File: config.mk
export PLATFORM = sky130hd
export DESIGN_NAME = uart_bootloader_flash_programmer_unit_flat
export DESIGN_NICKNAME = d
export VERILOG_FILES = /design/src/rtl/ubfp_pkg.sv /design/src/rtl/ubfp_if.sv /design/src/rtl/ubfp_cfg.sv /design/src/rtl/ubfp_seq.sv /design/src/rtl/uart_bootloader_flash_programmer_unit.sv /design/src/flat_wrapper.sv
export SDC_FILE = /design/constraint.sdc
export NUM_CORES = 2
export LEC_CHECK = 0
export ABC_AREA = 1
export BUFFER_PORTS_ARGS = -buffer_cell sky130_fd_sc_hd__buf_2
export CORE_ASPECT_RATIO = 1.4
export CORE_MARGIN = 1
export CORE_UTILIZATION = 40
export DETAILED_ROUTE_END_ITERATION = 6
export PLACE_DENSITY = 0.53
export SETUP_SLACK_MARGIN = 0.1
export SYNTH_ARGS = -nofsm -noshare
export SYNTH_HDL_FRONTEND = slang
export SYNTH_HIERARCHICAL = 1
export SYNTH_SLANG_ARGS = --single-unit
export TNS_END_PERCENT = 50
File: constraint.sdc
create_clock -name clk -period 13.35 [get_ports clk]
set_input_delay 0.6675 -clock clk [delete_from_list [all_inputs] [get_ports clk]]
set_output_delay 0.6675 -clock clk [all_outputs]
set_load 0.01 [all_outputs]
File: src/rtl/ubfp_pkg.sv
`default_nettype none
package ubfp_pkg;
	localparam int MaxBlock = 256;
	localparam logic [7:0] AckByte = 8'h79;
	localparam logic [7:0] NackByte = 8'h1F;
	localparam logic [7:0] SyncByte = 8'h7F;
	localparam logic [7:0] EraseCmd = 8'h43;
	localparam logic [7:0] EraseCmdN = 8'hBC;
	localparam logic [7:0] EraseAll = 8'hFF;
	localparam logic [7:0] EraseAllN = 8'h00;
	localparam logic [7:0] WriteCmd = 8'h31;
	localparam logic [7:0] WriteCmdN = 8'hCE;
	localparam logic [31:0] FlashBaseRst = 32'h0800_0000;
	localparam logic [11:0] AckTmoRst = 12'd500;
	localparam logic [11:0] SyncTmoRst = 12'd2000;
	localparam logic [7:0] SettleRst = 8'd50;

	typedef enum logic [2:0] {
		FN_START = 3'd0, FN_BYTE = 3'd1, FN_RX = 3'd2, FN_TICK = 3'd3,
		FN_SLOT = 3'd4, FN_END = 3'd5, FN_RSV6 = 3'd6, FN_RSV7 = 3'd7
	} func_t;

	typedef enum logic [3:0] {
		ST_OK = 4'd0, ST_SYNC_NACK = 4'd1, ST_SYNC_TMO = 4'd2, ST_ER_REF = 4'd3,
		ST_ER_FAIL = 4'd4, ST_WR_REF = 4'd5, ST_ADDR_REJ = 4'd6, ST_DATA_FAIL = 4'd7,
		ST_BAD_SIZE = 4'd8, ST_NOT_OPEN = 4'd9
	} status_t;

	typedef enum logic [1:0] {
		REG_ACK_TMO = 2'd0, REG_SYNC_TMO = 2'd1, REG_SETTLE = 2'd2, REG_BASE = 2'd3
	} reg_idx_t;

	typedef struct packed {
		logic [11:0] ack_tmo;
		logic [11:0] sync_tmo;
		logic [7:0] settle;
		logic [31:0] flash_base;
	} cfg_t;

	typedef struct packed {
		logic [2:0] func;
		logic [7:0] data_byte;
		logic last;
	} in_t;

	typedef struct packed {
		logic tx_valid;
		logic [7:0] tx_byte;
		logic boot0_level;
		logic reset_level;
		logic busy_res;
		logic status_valid;
		logic [3:0] status;
		logic [31:0] next_address;
	} out_t;
endpackage
`default_nettype wire

File: src/rtl/ubfp_if.sv
`default_nettype none
interface ubfp_in_if;
	import ubfp_pkg::*;
	logic valid;
	logic ready;
	logic [2:0] func;
	logic [7:0] data_byte;
	logic last;
	modport source(output valid, func, data_byte, last, input ready);
	modport sink(input valid, func, data_byte, last, output ready);
endinterface

interface ubfp_out_if;
	logic valid;
	logic ready;
	logic tx_valid;
	logic [7:0] tx_byte;
	logic boot0_level;
	logic reset_level;
	logic busy_res;
	logic status_valid;
	logic [3:0] status;
	logic [31:0] next_address;
	modport source(output valid, tx_valid, tx_byte, boot0_level, reset_level, busy_res,
		status_valid, status, next_address, input ready);
	modport sink(input valid, tx_valid, tx_byte, boot0_level, reset_level, busy_res,
		status_valid, status, next_address, output ready);
endinterface
`default_nettype wire

File: src/rtl/ubfp_cfg.sv
`default_nettype none
module ubfp_cfg (
	input wire logic clk,
	input wire logic arst_n,
	input wire logic psel,
	input wire logic penable,
	input wire logic pwrite,
	input wire logic [3:0] paddr,
	input wire logic [31:0] pwdata,
	output logic [31:0] prdata,
	output logic pready,
	output ubfp_pkg::cfg_t cfg
);
	import ubfp_pkg::*;
	cfg_t cfg_q;
	reg_idx_t idx;
	assign idx = reg_idx_t'(paddr[3:2]);
	assign pready = 1'b1;
	assign cfg = cfg_q;

	// write a register on the access cycle
	always_ff @(posedge clk or negedge arst_n) begin
		if (!arst_n) begin
			cfg_q.ack_tmo <= AckTmoRst;
			cfg_q.sync_tmo <= SyncTmoRst;
			cfg_q.settle <= SettleRst;
			cfg_q.flash_base <= FlashBaseRst;
		end else if (psel && penable && pwrite && paddr[1:0] == 2'b00) begin
			case (idx)
				REG_ACK_TMO: cfg_q.ack_tmo <= pwdata[11:0];
				REG_SYNC_TMO: cfg_q.sync_tmo <= pwdata[11:0];
				REG_SETTLE: cfg_q.settle <= pwdata[7:0];
				REG_BASE: cfg_q.flash_base <= pwdata;
				default: ;
			endcase
		end
	end

	// read back
	always_comb begin
		case (idx)
			REG_ACK_TMO: prdata = {20'd0, cfg_q.ack_tmo};
			REG_SYNC_TMO: prdata = {20'd0, cfg_q.sync_tmo};
			REG_SETTLE: prdata = {24'd0, cfg_q.settle};
			REG_BASE: prdata = cfg_q.flash_base;
			default: prdata = 32'd0;
		endcase
	end
endmodule
`default_nettype wire

File: src/rtl/ubfp_seq.sv
`default_nettype none
module ubfp_seq #(
	parameter int MAX_BLOCK = ubfp_pkg::MaxBlock
) (
	input wire logic clk,
	input wire logic arst_n,
	input wire ubfp_pkg::cfg_t cfg,
	input wire logic in_fire,
	input wire ubfp_pkg::in_t in_item,
	input wire logic stall,
	output logic out_valid,
	output ubfp_pkg::out_t out_item
);
	import ubfp_pkg::*;
	localparam int AW = (MAX_BLOCK > 1) ? $clog2(MAX_BLOCK) : 1;
	localparam int CW = $clog2(MAX_BLOCK + 2);
	localparam logic [CW-1:0] MaxC = CW'(MAX_BLOCK);
	localparam logic [CW-1:0] OvfC = CW'(MAX_BLOCK + 1);

	typedef enum logic [4:0] {
		PH_IDLE, PH_S_RLOW, PH_S_SETTLE, PH_SYNC_TX, PH_SYNC_WAIT, PH_ER1_TX, PH_ER1_WAIT,
		PH_ER2_TX, PH_ER2_WAIT, PH_WC_TX, PH_WC_WAIT, PH_WA_TX, PH_WA_WAIT, PH_WD_TX,
		PH_WD_WAIT, PH_E_RLOW, PH_E_SETTLE
	} phase_t;

	phase_t phase_q, ph_n;
	logic [11:0] timer_q, tm_n;
	logic [CW-1:0] cnt_q, cnt_n, idx_q, idx_n;
	logic [7:0] xor_q, xor_n;
	logic [31:0] addr_q, addr_n;
	logic open_q, open_n, boot_q, boot_n, rst_q, rst_n;
	logic [7:0] mem [MAX_BLOCK];
	logic [7:0] rd_q;
	logic wr_en;
	logic [AW-1:0] wr_a, rd_a;
	logic txv, stv;
	logic [7:0] txb;
	status_t stc;
	logic pend_q;
	func_t fn;

	// the data byte at send_index is prefetched: read address follows next index
	assign fn = func_t'(in_item.func);
	assign wr_a = cnt_q[AW-1:0];
	assign rd_a = AW'(idx_n - CW'(1));

	function automatic logic is_ack(phase_t p);
		return p == PH_ER1_WAIT || p == PH_ER2_WAIT || p == PH_WC_WAIT ||
			p == PH_WA_WAIT || p == PH_WD_WAIT;
	endfunction

	// next-state logic for one item
	always_comb begin
		ph_n = phase_q; tm_n = timer_q; cnt_n = cnt_q; idx_n = idx_q; xor_n = xor_q;
		addr_n = addr_q; open_n = open_q; boot_n = boot_q; rst_n = rst_q;
		txv = 1'b0; txb = 8'd0; stv = 1'b0; stc = ST_OK; wr_en = 1'b0;
		if (in_fire) begin
			case (fn)
				FN_START: if (phase_q == PH_IDLE) begin
					addr_n = cfg.flash_base; cnt_n = '0;
					if (open_q) begin stv = 1'b1; stc = ST_OK; end
					else begin boot_n = 1'b1; rst_n = 1'b0; ph_n = PH_S_RLOW; end
				end
				FN_BYTE: if (phase_q == PH_IDLE) begin
					if (cnt_q < MaxC) begin wr_en = 1'b1; cnt_n = cnt_q + CW'(1); end
					else cnt_n = OvfC;
					if (in_item.last) begin
						if (!open_q) begin cnt_n = '0; stv = 1'b1; stc = ST_NOT_OPEN; end
						else if (cnt_n > MaxC) begin
							cnt_n = '0; stv = 1'b1; stc = ST_BAD_SIZE;
						end else if (addr_q < cfg.flash_base) begin
							cnt_n = '0; stv = 1'b1; stc = ST_ADDR_REJ;
						end else begin idx_n = '0; xor_n = '0; ph_n = PH_WC_TX; end
					end
				end
				FN_RX: if (in_item.data_byte != 8'd0) begin
					if (phase_q == PH_SYNC_WAIT) begin
						if (in_item.data_byte == AckByte) begin
							idx_n = '0; ph_n = PH_ER1_TX;
						end else begin
							stv = 1'b1; ph_n = PH_IDLE;
							stc = (in_item.data_byte == NackByte) ? ST_SYNC_NACK : ST_SYNC_TMO;
						end
					end else if (is_ack(phase_q)) begin
						if (in_item.data_byte == AckByte) begin
							idx_n = '0; xor_n = '0;
							case (phase_q)
								PH_ER1_WAIT: ph_n = PH_ER2_TX;
								PH_ER2_WAIT: begin open_n = 1'b1; ph_n = PH_IDLE; stv = 1'b1; end
								PH_WC_WAIT: ph_n = PH_WA_TX;
								PH_WA_WAIT: ph_n = PH_WD_TX;
								default: begin
									addr_n = addr_q + 32'(cnt_q); cnt_n = '0;
									ph_n = PH_IDLE; stv = 1'b1;
								end
							endcase
						end else begin
							stv = 1'b1; ph_n = PH_IDLE; cnt_n = '0;
							case (phase_q)
								PH_ER1_WAIT: stc = ST_ER_REF;
								PH_ER2_WAIT: stc = ST_ER_FAIL;
								PH_WC_WAIT: stc = ST_WR_REF;
								PH_WA_WAIT: stc = ST_ADDR_REJ;
								default: stc = ST_DATA_FAIL;
							endcase
						end
					end
				end
				FN_TICK: begin
					if (phase_q == PH_S_RLOW || phase_q == PH_E_RLOW) begin
						rst_n = 1'b1; tm_n = {4'd0, cfg.settle};
						ph_n = (phase_q == PH_S_RLOW) ? PH_S_SETTLE : PH_E_SETTLE;
					end else if (phase_q == PH_S_SETTLE || phase_q == PH_E_SETTLE ||
						phase_q == PH_SYNC_WAIT || is_ack(phase_q)) begin
						if (timer_q > 12'd1) tm_n = timer_q - 12'd1;
						else begin
							tm_n = '0;
							case (phase_q)
								PH_S_SETTLE: ph_n = PH_SYNC_TX;
								PH_E_SETTLE: begin ph_n = PH_IDLE; stv = 1'b1; end
								PH_SYNC_WAIT: begin ph_n = PH_IDLE; stv = 1'b1; stc = ST_SYNC_TMO; end
								default: begin
									stv = 1'b1; ph_n = PH_IDLE; cnt_n = '0;
									case (phase_q)
										PH_ER1_WAIT: stc = ST_ER_REF;
										PH_ER2_WAIT: stc = ST_ER_FAIL;
										PH_WC_WAIT: stc = ST_WR_REF;
										PH_WA_WAIT: stc = ST_ADDR_REJ;
										default: stc = ST_DATA_FAIL;
									endcase
								end
							endcase
						end
					end
				end
				FN_SLOT: begin
					case (phase_q)
						PH_SYNC_TX: begin
							txv = 1'b1; txb = SyncByte; ph_n = PH_SYNC_WAIT; tm_n = cfg.sync_tmo;
						end
						PH_ER1_TX, PH_ER2_TX, PH_WC_TX: begin
							txv = 1'b1;
							case (phase_q)
								PH_ER1_TX: txb = (idx_q != '0) ? EraseCmdN : EraseCmd;
								PH_ER2_TX: txb = (idx_q != '0) ? EraseAllN : EraseAll;
								default: txb = (idx_q != '0) ? WriteCmdN : WriteCmd;
							endcase
							if (idx_q != '0) begin
								tm_n = cfg.ack_tmo;
								case (phase_q)
									PH_ER1_TX: ph_n = PH_ER1_WAIT;
									PH_ER2_TX: ph_n = PH_ER2_WAIT;
									default: ph_n = PH_WC_WAIT;
								endcase
							end else idx_n = CW'(1);
						end
						PH_WA_TX: begin
							txv = 1'b1;
							if (idx_q < CW'(4)) begin
								case (idx_q[1:0])
									2'd0: txb = addr_q[31:24];
									2'd1: txb = addr_q[23:16];
									2'd2: txb = addr_q[15:8];
									default: txb = addr_q[7:0];
								endcase
								xor_n = xor_q ^ txb; idx_n = idx_q + CW'(1);
							end else begin
								txb = xor_q; ph_n = PH_WA_WAIT; tm_n = cfg.ack_tmo;
							end
						end
						PH_WD_TX: begin
							txv = 1'b1;
							if (idx_q == '0) begin
								txb = 8'(cnt_q - CW'(1)); xor_n = txb; idx_n = CW'(1);
							end else if (idx_q <= cnt_q) begin
								txb = rd_q; xor_n = xor_q ^ rd_q; idx_n = idx_q + CW'(1);
							end else begin
								txb = xor_q; ph_n = PH_WD_WAIT; tm_n = cfg.ack_tmo;
							end
						end
						default: ;
					endcase
				end
				FN_END: begin
					open_n = 1'b0; cnt_n = '0; addr_n = cfg.flash_base; boot_n = 1'b0;
					rst_n = 1'b0; tm_n = '0; ph_n = PH_E_RLOW;
				end
				default: ;
			endcase
		end
	end

	// block buffer: one write port, one registered read port
	always_ff @(posedge clk) begin
		if (wr_en) mem[wr_a] <= in_item.data_byte;
		rd_q <= mem[rd_a];
	end

	// hold state and the result register
	always_ff @(posedge clk or negedge arst_n) begin
		if (!arst_n) begin
			phase_q <= PH_IDLE; timer_q <= '0; cnt_q <= '0; idx_q <= '0; xor_q <= '0;
			addr_q <= FlashBaseRst; open_q <= 1'b0; boot_q <= 1'b0; rst_q <= 1'b1;
			pend_q <= 1'b0;
		end else begin
			phase_q <= ph_n; timer_q <= tm_n; cnt_q <= cnt_n; idx_q <= idx_n; xor_q <= xor_n;
			addr_q <= addr_n; open_q <= open_n; boot_q <= boot_n; rst_q <= rst_n;
			if (in_fire) pend_q <= 1'b1;
			else if (!stall) pend_q <= 1'b0;
		end
	end

	always_ff @(posedge clk) begin
		if (in_fire) begin
			out_item.tx_valid <= txv;
			out_item.tx_byte <= txb;
			out_item.boot0_level <= boot_n;
			out_item.reset_level <= rst_n;
			out_item.busy_res <= ph_n != PH_IDLE;
			out_item.status_valid <= stv;
			out_item.status <= stv ? stc : ST_OK;
			out_item.next_address <= addr_n;
		end
	end
	assign out_valid = pend_q;

	// a write starts only from the command phase with a nonempty buffer
	a_wc: assert property (@(posedge clk) disable iff (!arst_n)
		(phase_q != PH_WC_TX && ph_n == PH_WC_TX) |-> (cnt_n != '0 && cnt_n <= MaxC))
		else $error("write entered with bad count");
	a_idx: assert property (@(posedge clk) disable iff (!arst_n)
		(phase_q == PH_WD_TX) |-> (idx_q <= cnt_q + CW'(1)))
		else $error("send index past block");
	a_open: assert property (@(posedge clk) disable iff (!arst_n)
		(phase_q == PH_WC_TX) |-> open_q)
		else $error("write without open session");
endmodule
`default_nettype wire

File: src/rtl/uart_bootloader_flash_programmer_unit.sv
`default_nettype none
// Host sequencer for a serial bootloader: one item (command, block byte,
// received byte, ms tick or transmit slot) is taken every clock and gives its
// result in the next cycle in the output register; the output register holds
// while the sink stalls and a new item is taken when it drains in the same
// cycle. Block bytes go into a 1-read/1-write buffer memory whose registered
// read is prefetched one slot ahead, so data bytes also go out one per slot.
module uart_bootloader_flash_programmer_unit #(
	parameter int MAX_BLOCK = ubfp_pkg::MaxBlock
) (
	input wire logic clk,
	input wire logic arst_n,
	ubfp_in_if.sink in_ch,
	ubfp_out_if.source out_ch,
	input wire logic psel,
	input wire logic penable,
	input wire logic pwrite,
	input wire logic [3:0] paddr,
	input wire logic [31:0] pwdata,
	output logic [31:0] prdata,
	output logic pready
);
	import ubfp_pkg::*;
	cfg_t cfg;
	in_t in_item;
	out_t out_item;
	logic in_fire, out_valid, stall;

	assign stall = out_valid && !out_ch.ready;
	assign in_ch.ready = !stall;
	assign in_fire = in_ch.valid && !stall;
	assign in_item = '{func: in_ch.func, data_byte: in_ch.data_byte, last: in_ch.last};

	ubfp_cfg u_cfg (.clk, .arst_n, .psel, .penable, .pwrite, .paddr, .pwdata, .prdata,
		.pready, .cfg);

	ubfp_seq #(.MAX_BLOCK(MAX_BLOCK)) u_seq (.clk, .arst_n, .cfg, .in_fire, .in_item,
		.stall, .out_valid, .out_item);

	// drive the result channel
	assign out_ch.valid = out_valid;
	assign out_ch.tx_valid = out_item.tx_valid;
	assign out_ch.tx_byte = out_item.tx_byte;
	assign out_ch.boot0_level = out_item.boot0_level;
	assign out_ch.reset_level = out_item.reset_level;
	assign out_ch.busy_res = out_item.busy_res;
	assign out_ch.status_valid = out_item.status_valid;
	assign out_ch.status = out_item.status;
	assign out_ch.next_address = out_item.next_address;
endmodule
`default_nettype wire
File: src/flat_wrapper.sv
// flat-port wrapper written by rule: the top's interface ports become plain ports
module uart_bootloader_flash_programmer_unit_flat import ubfp_pkg::*;
#(
	parameter int MAX_BLOCK = ubfp_pkg::MaxBlock
)
  (clk, arst_n, psel, penable, pwrite, paddr, pwdata, prdata, pready, in_ch_valid, in_ch_func, in_ch_data_byte, in_ch_last, in_ch_ready, out_ch_valid, out_ch_tx_valid, out_ch_tx_byte, out_ch_boot0_level, out_ch_reset_level, out_ch_busy_res, out_ch_status_valid, out_ch_status, out_ch_next_address, out_ch_ready);
  ubfp_in_if in_ch_i ();
  ubfp_out_if out_ch_i ();
  input wire logic clk;
  input wire logic arst_n;
  input wire logic psel;
  input wire logic penable;
  input wire logic pwrite;
  input wire logic [3:0] paddr;
  input wire logic [31:0] pwdata;
  output logic [31:0] prdata;
  output logic pready;
  input wire logic [$bits(in_ch_i.valid)-1:0] in_ch_valid;
  input wire logic [$bits(in_ch_i.func)-1:0] in_ch_func;
  input wire logic [$bits(in_ch_i.data_byte)-1:0] in_ch_data_byte;
  input wire logic [$bits(in_ch_i.last)-1:0] in_ch_last;
  output wire logic [$bits(in_ch_i.ready)-1:0] in_ch_ready;
  output wire logic [$bits(out_ch_i.valid)-1:0] out_ch_valid;
  output wire logic [$bits(out_ch_i.tx_valid)-1:0] out_ch_tx_valid;
  output wire logic [$bits(out_ch_i.tx_byte)-1:0] out_ch_tx_byte;
  output wire logic [$bits(out_ch_i.boot0_level)-1:0] out_ch_boot0_level;
  output wire logic [$bits(out_ch_i.reset_level)-1:0] out_ch_reset_level;
  output wire logic [$bits(out_ch_i.busy_res)-1:0] out_ch_busy_res;
  output wire logic [$bits(out_ch_i.status_valid)-1:0] out_ch_status_valid;
  output wire logic [$bits(out_ch_i.status)-1:0] out_ch_status;
  output wire logic [$bits(out_ch_i.next_address)-1:0] out_ch_next_address;
  input wire logic [$bits(out_ch_i.ready)-1:0] out_ch_ready;
  assign in_ch_i.valid = in_ch_valid;
  assign in_ch_i.func = in_ch_func;
  assign in_ch_i.data_byte = in_ch_data_byte;
  assign in_ch_i.last = in_ch_last;
  assign in_ch_ready = in_ch_i.ready;
  assign out_ch_valid = out_ch_i.valid;
  assign out_ch_tx_valid = out_ch_i.tx_valid;
  assign out_ch_tx_byte = out_ch_i.tx_byte;
  assign out_ch_boot0_level = out_ch_i.boot0_level;
  assign out_ch_reset_level = out_ch_i.reset_level;
  assign out_ch_busy_res = out_ch_i.busy_res;
  assign out_ch_status_valid = out_ch_i.status_valid;
  assign out_ch_status = out_ch_i.status;
  assign out_ch_next_address = out_ch_i.next_address;
  assign out_ch_i.ready = out_ch_ready;
  uart_bootloader_flash_programmer_unit #(.MAX_BLOCK(MAX_BLOCK)) u_core (.clk(clk), .arst_n(arst_n), .in_ch(in_ch_i), .out_ch(out_ch_i), .psel(psel), .penable(penable), .pwrite(pwrite), .paddr(paddr), .pwdata(pwdata), .prdata(prdata), .pready(pready));
endmodule
==> impl_metrics.tcl <==
set metrics [dict create \
    drtAntennaViolNets 0 \
    nets 9847 \
    synth_warnings 6 \
    ys_ff_latch 2248 \
    clock_sink_count 2248 \
    drive_gt1_share_pct 6.80 \
    status "finished, final reports clean" \
    worst_clock_skew_ns 0.0284 \
    start_util_pct 40.2 \
    tritoncts "done" \
    tns_ns 0 \
    path_max_fanout 106 \
    ios 139 \
    area_delta_synth_final_pct 9.83 \
    cp-start-kind "flop" \
    synth_top_area_share_pct 61.1 \
    synth-xor-area-share_pct 0.329 \
    drt-total-wl_microns 332000 \
    syn-cell-area_sq_um 103000 \
    cts_root_buf "clkbuf_16" \
    critPathKind "flop to flop" \
    synthTopCellsByArea "edfxtp_1, nand3_1, nand2_1" \
    cpMostUsedCell "nand3_1" \
    synth_mux_area_share_pct 0.0109 \
    vdd_ir_drop_max_mv 0.183 \
    cpPeakStageDelay_ns 1.23 \
    rows 220 \
    grt-ovfl-total 0 \
    drc 0 \
    p_per_area_nw_per_um2 154 \
    htree_levels 4 \
    first_iter_violations 7473 \
    synth_top_family_by_area "simple AND/OR/NAND/NOR gates" \
    finalSetupViolations 0 \
    dp_hpwl_microns 194000 \
    synth_cells 9868 \
    cap_violations 0 \
    end_kind "flop" \
    period_needed_ns 9.10 \
    grtUsageTotal_pct 25.1 \
    ys_types 65 \
    hold_violations 0 \
    worst_pin_slew_ns 1.26 \
    synthArstFlopShare_pct 6.36 \
    p_leak_nw 42.4 \
    hold_class "input pin to flop" \
    synth_area_leader_cell "edfxtp_1" \
    cp.buffers_inverters 3 \
    cts_setup_buffers 0 \
    layout_common_cells "nand2_1, edfxtp_1, nand3_1" \
    synth_edf_count 2097 \
    antenna_found_initial 9 \
    synth_compound_area_share_pct 3.39 \
    grt_max_degree 184 \
    cpLargestDelayFamily "simple AND/OR/NAND/NOR gates" \
    avgRoutedWirePerCell_microns 24.9 \
    place_congestion 0.927 \
    finalCritPeriodShare_pct 68.1 \
    rsz0062_at_grt "false" \
    core_area_sq_um 257000 \
    worstSkewPairLatency_ns 0.88 \
    dr_total_vias 73400 \
    crit_arrival_ns 9.92 \
    ys.flop_type "edfxtp_1" \
    grt_pass1_vias 71600 \
    required_ns 14.17 \
    synth-seq-area-share_pct 64.7 \
    die_area_sq_um 260000 \
    dieHeight_microns 603 \
    synth_nets 9985 \
    clk_pin_slew_ns 0.06 \
    dp_slack_ns 4.16 \
    layout_setup_ws_ns 4.25 \
    die_x_microns 431 \
    cts-buffers-inserted 223 \
    worst_slew_margin_rel_pct 15.8 \
    cts_buffer_depth 4 \
    mostFrequentLayoutCell "nand2_1" \
    portBuffers 137 \
    cp_slowest_cell "ha_4" \
    grt_pass1_wl_microns 488000 \
    avgSynthCellArea_sq_um 10.4 \
    synthAdderAreaFrac_pct 0.760 \
    slew_violations 0 \
    synth_simple_gate_area_share_pct 23.7 \
    clock.fmax_mhz 110 \
    firstDrtPassIters 6 \
    viasPerCell 5.51 \
]
-- path summary, 6_finish.rpt --
| check | startpoint | to | slack, ns | depth (start not counted) |
|---|---|---|---|---|
| worst max-delay path | u_core/u_seq/cnt_q[1]$_DFFE_PN0P_ | u_core/u_seq/rd_q[4]$_DFF_P_ | 4.25 | 25 |
| worst max register to register | u_core/u_seq/cnt_q[1]$_DFFE_PN0P_ | u_core/u_seq/rd_q[4]$_DFF_P_ | 4.25 | 25 |
| worst min-delay path | pwdata[25] | u_core/u_cfg/cfg[25]$_DFFE_PN0P_ | 0.07 | 3 |
| max in group asynchronous | arst_n | u_core/u_cfg/cfg[43]$_DFFE_PN0P_ | 11.38 | 3 |
| worst min register to register | u_core/u_cfg/cfg[58]$_DFFE_PN1P_ | u_core/u_cfg/cfg[58]$_DFFE_PN1P_ | 0.47 | 2 |
| min in group asynchronous | arst_n | u_core/u_seq/addr_q[7]$_DFF_PN0_ | 0.49 | 2 |
-- sequential cells by signal, indices dropped and copies added, names as in the netlist --
register                count
u_core/u_seq/phase_q        5
u_core/u_seq/addr_q        32
u_core/u_seq/timer_q       12
u_core/u_seq/mem         2048
u_core/u_seq/idx_q          9
u_core/u_seq/rst_q          1
u_core/u_cfg/cfg           64
u_core/u_seq/boot_q         1
u_core/u_seq/xor_q          8
u_core/u_seq/open_q         1
u_core/u_seq/rd_q           8
u_core/u_seq/out_item      49
u_core/u_seq/out_valid      1
u_core/u_seq/cnt_q          9
-- cells by family after synthesis --
kind of cell,after synthesis
buf+inv,1742
simple gates,5184
flops,2248
compound gates,596
mux,1
xor+xnor,34
fa+ha+maj,62
other cells,1
-- per-layer routing --
metal | share of wire [%] | GRT usage [%]
met4 | 4.8 | 11.1
met1 | 39 | 31.1
met5 | 0.0063 | 0
met2 | 50 | 43.6
met3 | 5.9 | 3.07
-- through the flow --
stage	instance area [sq um]	util, %	instances	hold WS (ns)	power (mW)
detailed placement	106000	41.5	12900	0.463	11.5
finish	113000	44.1	13300	0.0689	17.4
CTS	113000	44.1	13300	0.00934	17.5
floorplan	103000	-	9868	0.372	9.98
global route	113000	44.1	13300	0.0360	18.0
global placement	106000	41.5	12900	0.457	11.5
-- layout make-up --
class,instances,area (sq um)
timing repair buffer,266,1890
antenna,2,5.00
clock inverter,117,927
clock buffer,274,5830
sequential,2248,66700
inverter,1113,4200
tap,3441,4310
fill,24100,143000
multi-input combinational,5878,29400
-- worst reg2reg max path, cell delays in order, from the launching register on --
cell and delay [ns]:
dfrtp_1 0.56, ha_1 0.41, nand3_2 0.85, nand2_1 0.27, nand3_1 0.12, nand3_1 0.10, nor2_1 0.05, nand2_1 0.13
a21oi_2 0.10, nand3_1 0.11, nand2_2 0.12, nand2_2 0.17, nand2_8 0.29, nand2_8 0.63, clkinv_8 0.62, ha_4 1.24
buf_4 0.97, buf_4 0.79, nand3_1 0.16, nand3_1 0.11, nand3_1 0.11, nand3_1 0.27, nand3_1 0.19, nand3_1 0.37
nand3_1 0.19, nand2_1 0.11
-- timing repair --
| action | in CTS | in global routing |
|---|---|---|
| endpoints found under the hold margin | 79 | 0 |
| gates resized for setup | 0 | 0 |
| hold buffers | 1 | 0 |
-- Yosys cell counts, types with 10 or more instances --
| master | n |
|---|---|
| a21oi_1 | 206 |
| a22oi_1 | 18 |
| a31oi_1 | 20 |
| a32oi_1 | 23 |
| buf_1 | 47 |
| buf_2 | 236 |
| buf_4 | 25 |
| buf_6 | 45 |
| clkbuf_1 | 276 |
| dfrtp_1 | 125 |
| dfstp_2 | 18 |
| edfxtp_1 | 2097 |
| ha_1 | 61 |
| inv_1 | 1082 |
| inv_2 | 25 |
| nand2_1 | 2153 |
| nand3_1 | 1835 |
| nand3b_1 | 592 |
| nand4_1 | 93 |
| nor2_1 | 422 |
| nor2_2 | 12 |
| nor3_1 | 33 |
| nor4_1 | 14 |
| o211ai_1 | 69 |
| o21ai_0 | 131 |
| o21ai_1 | 54 |
| o22ai_1 | 28 |
| o31ai_1 | 10 |
| xor2_1 | 24 |
-- report_power, final --
part           internal, mW  switching (mW)
registers              7.83           0.171
logic                 0.803            2.54
clock network          3.35            2.70
(Power assumes the default switching activity.)
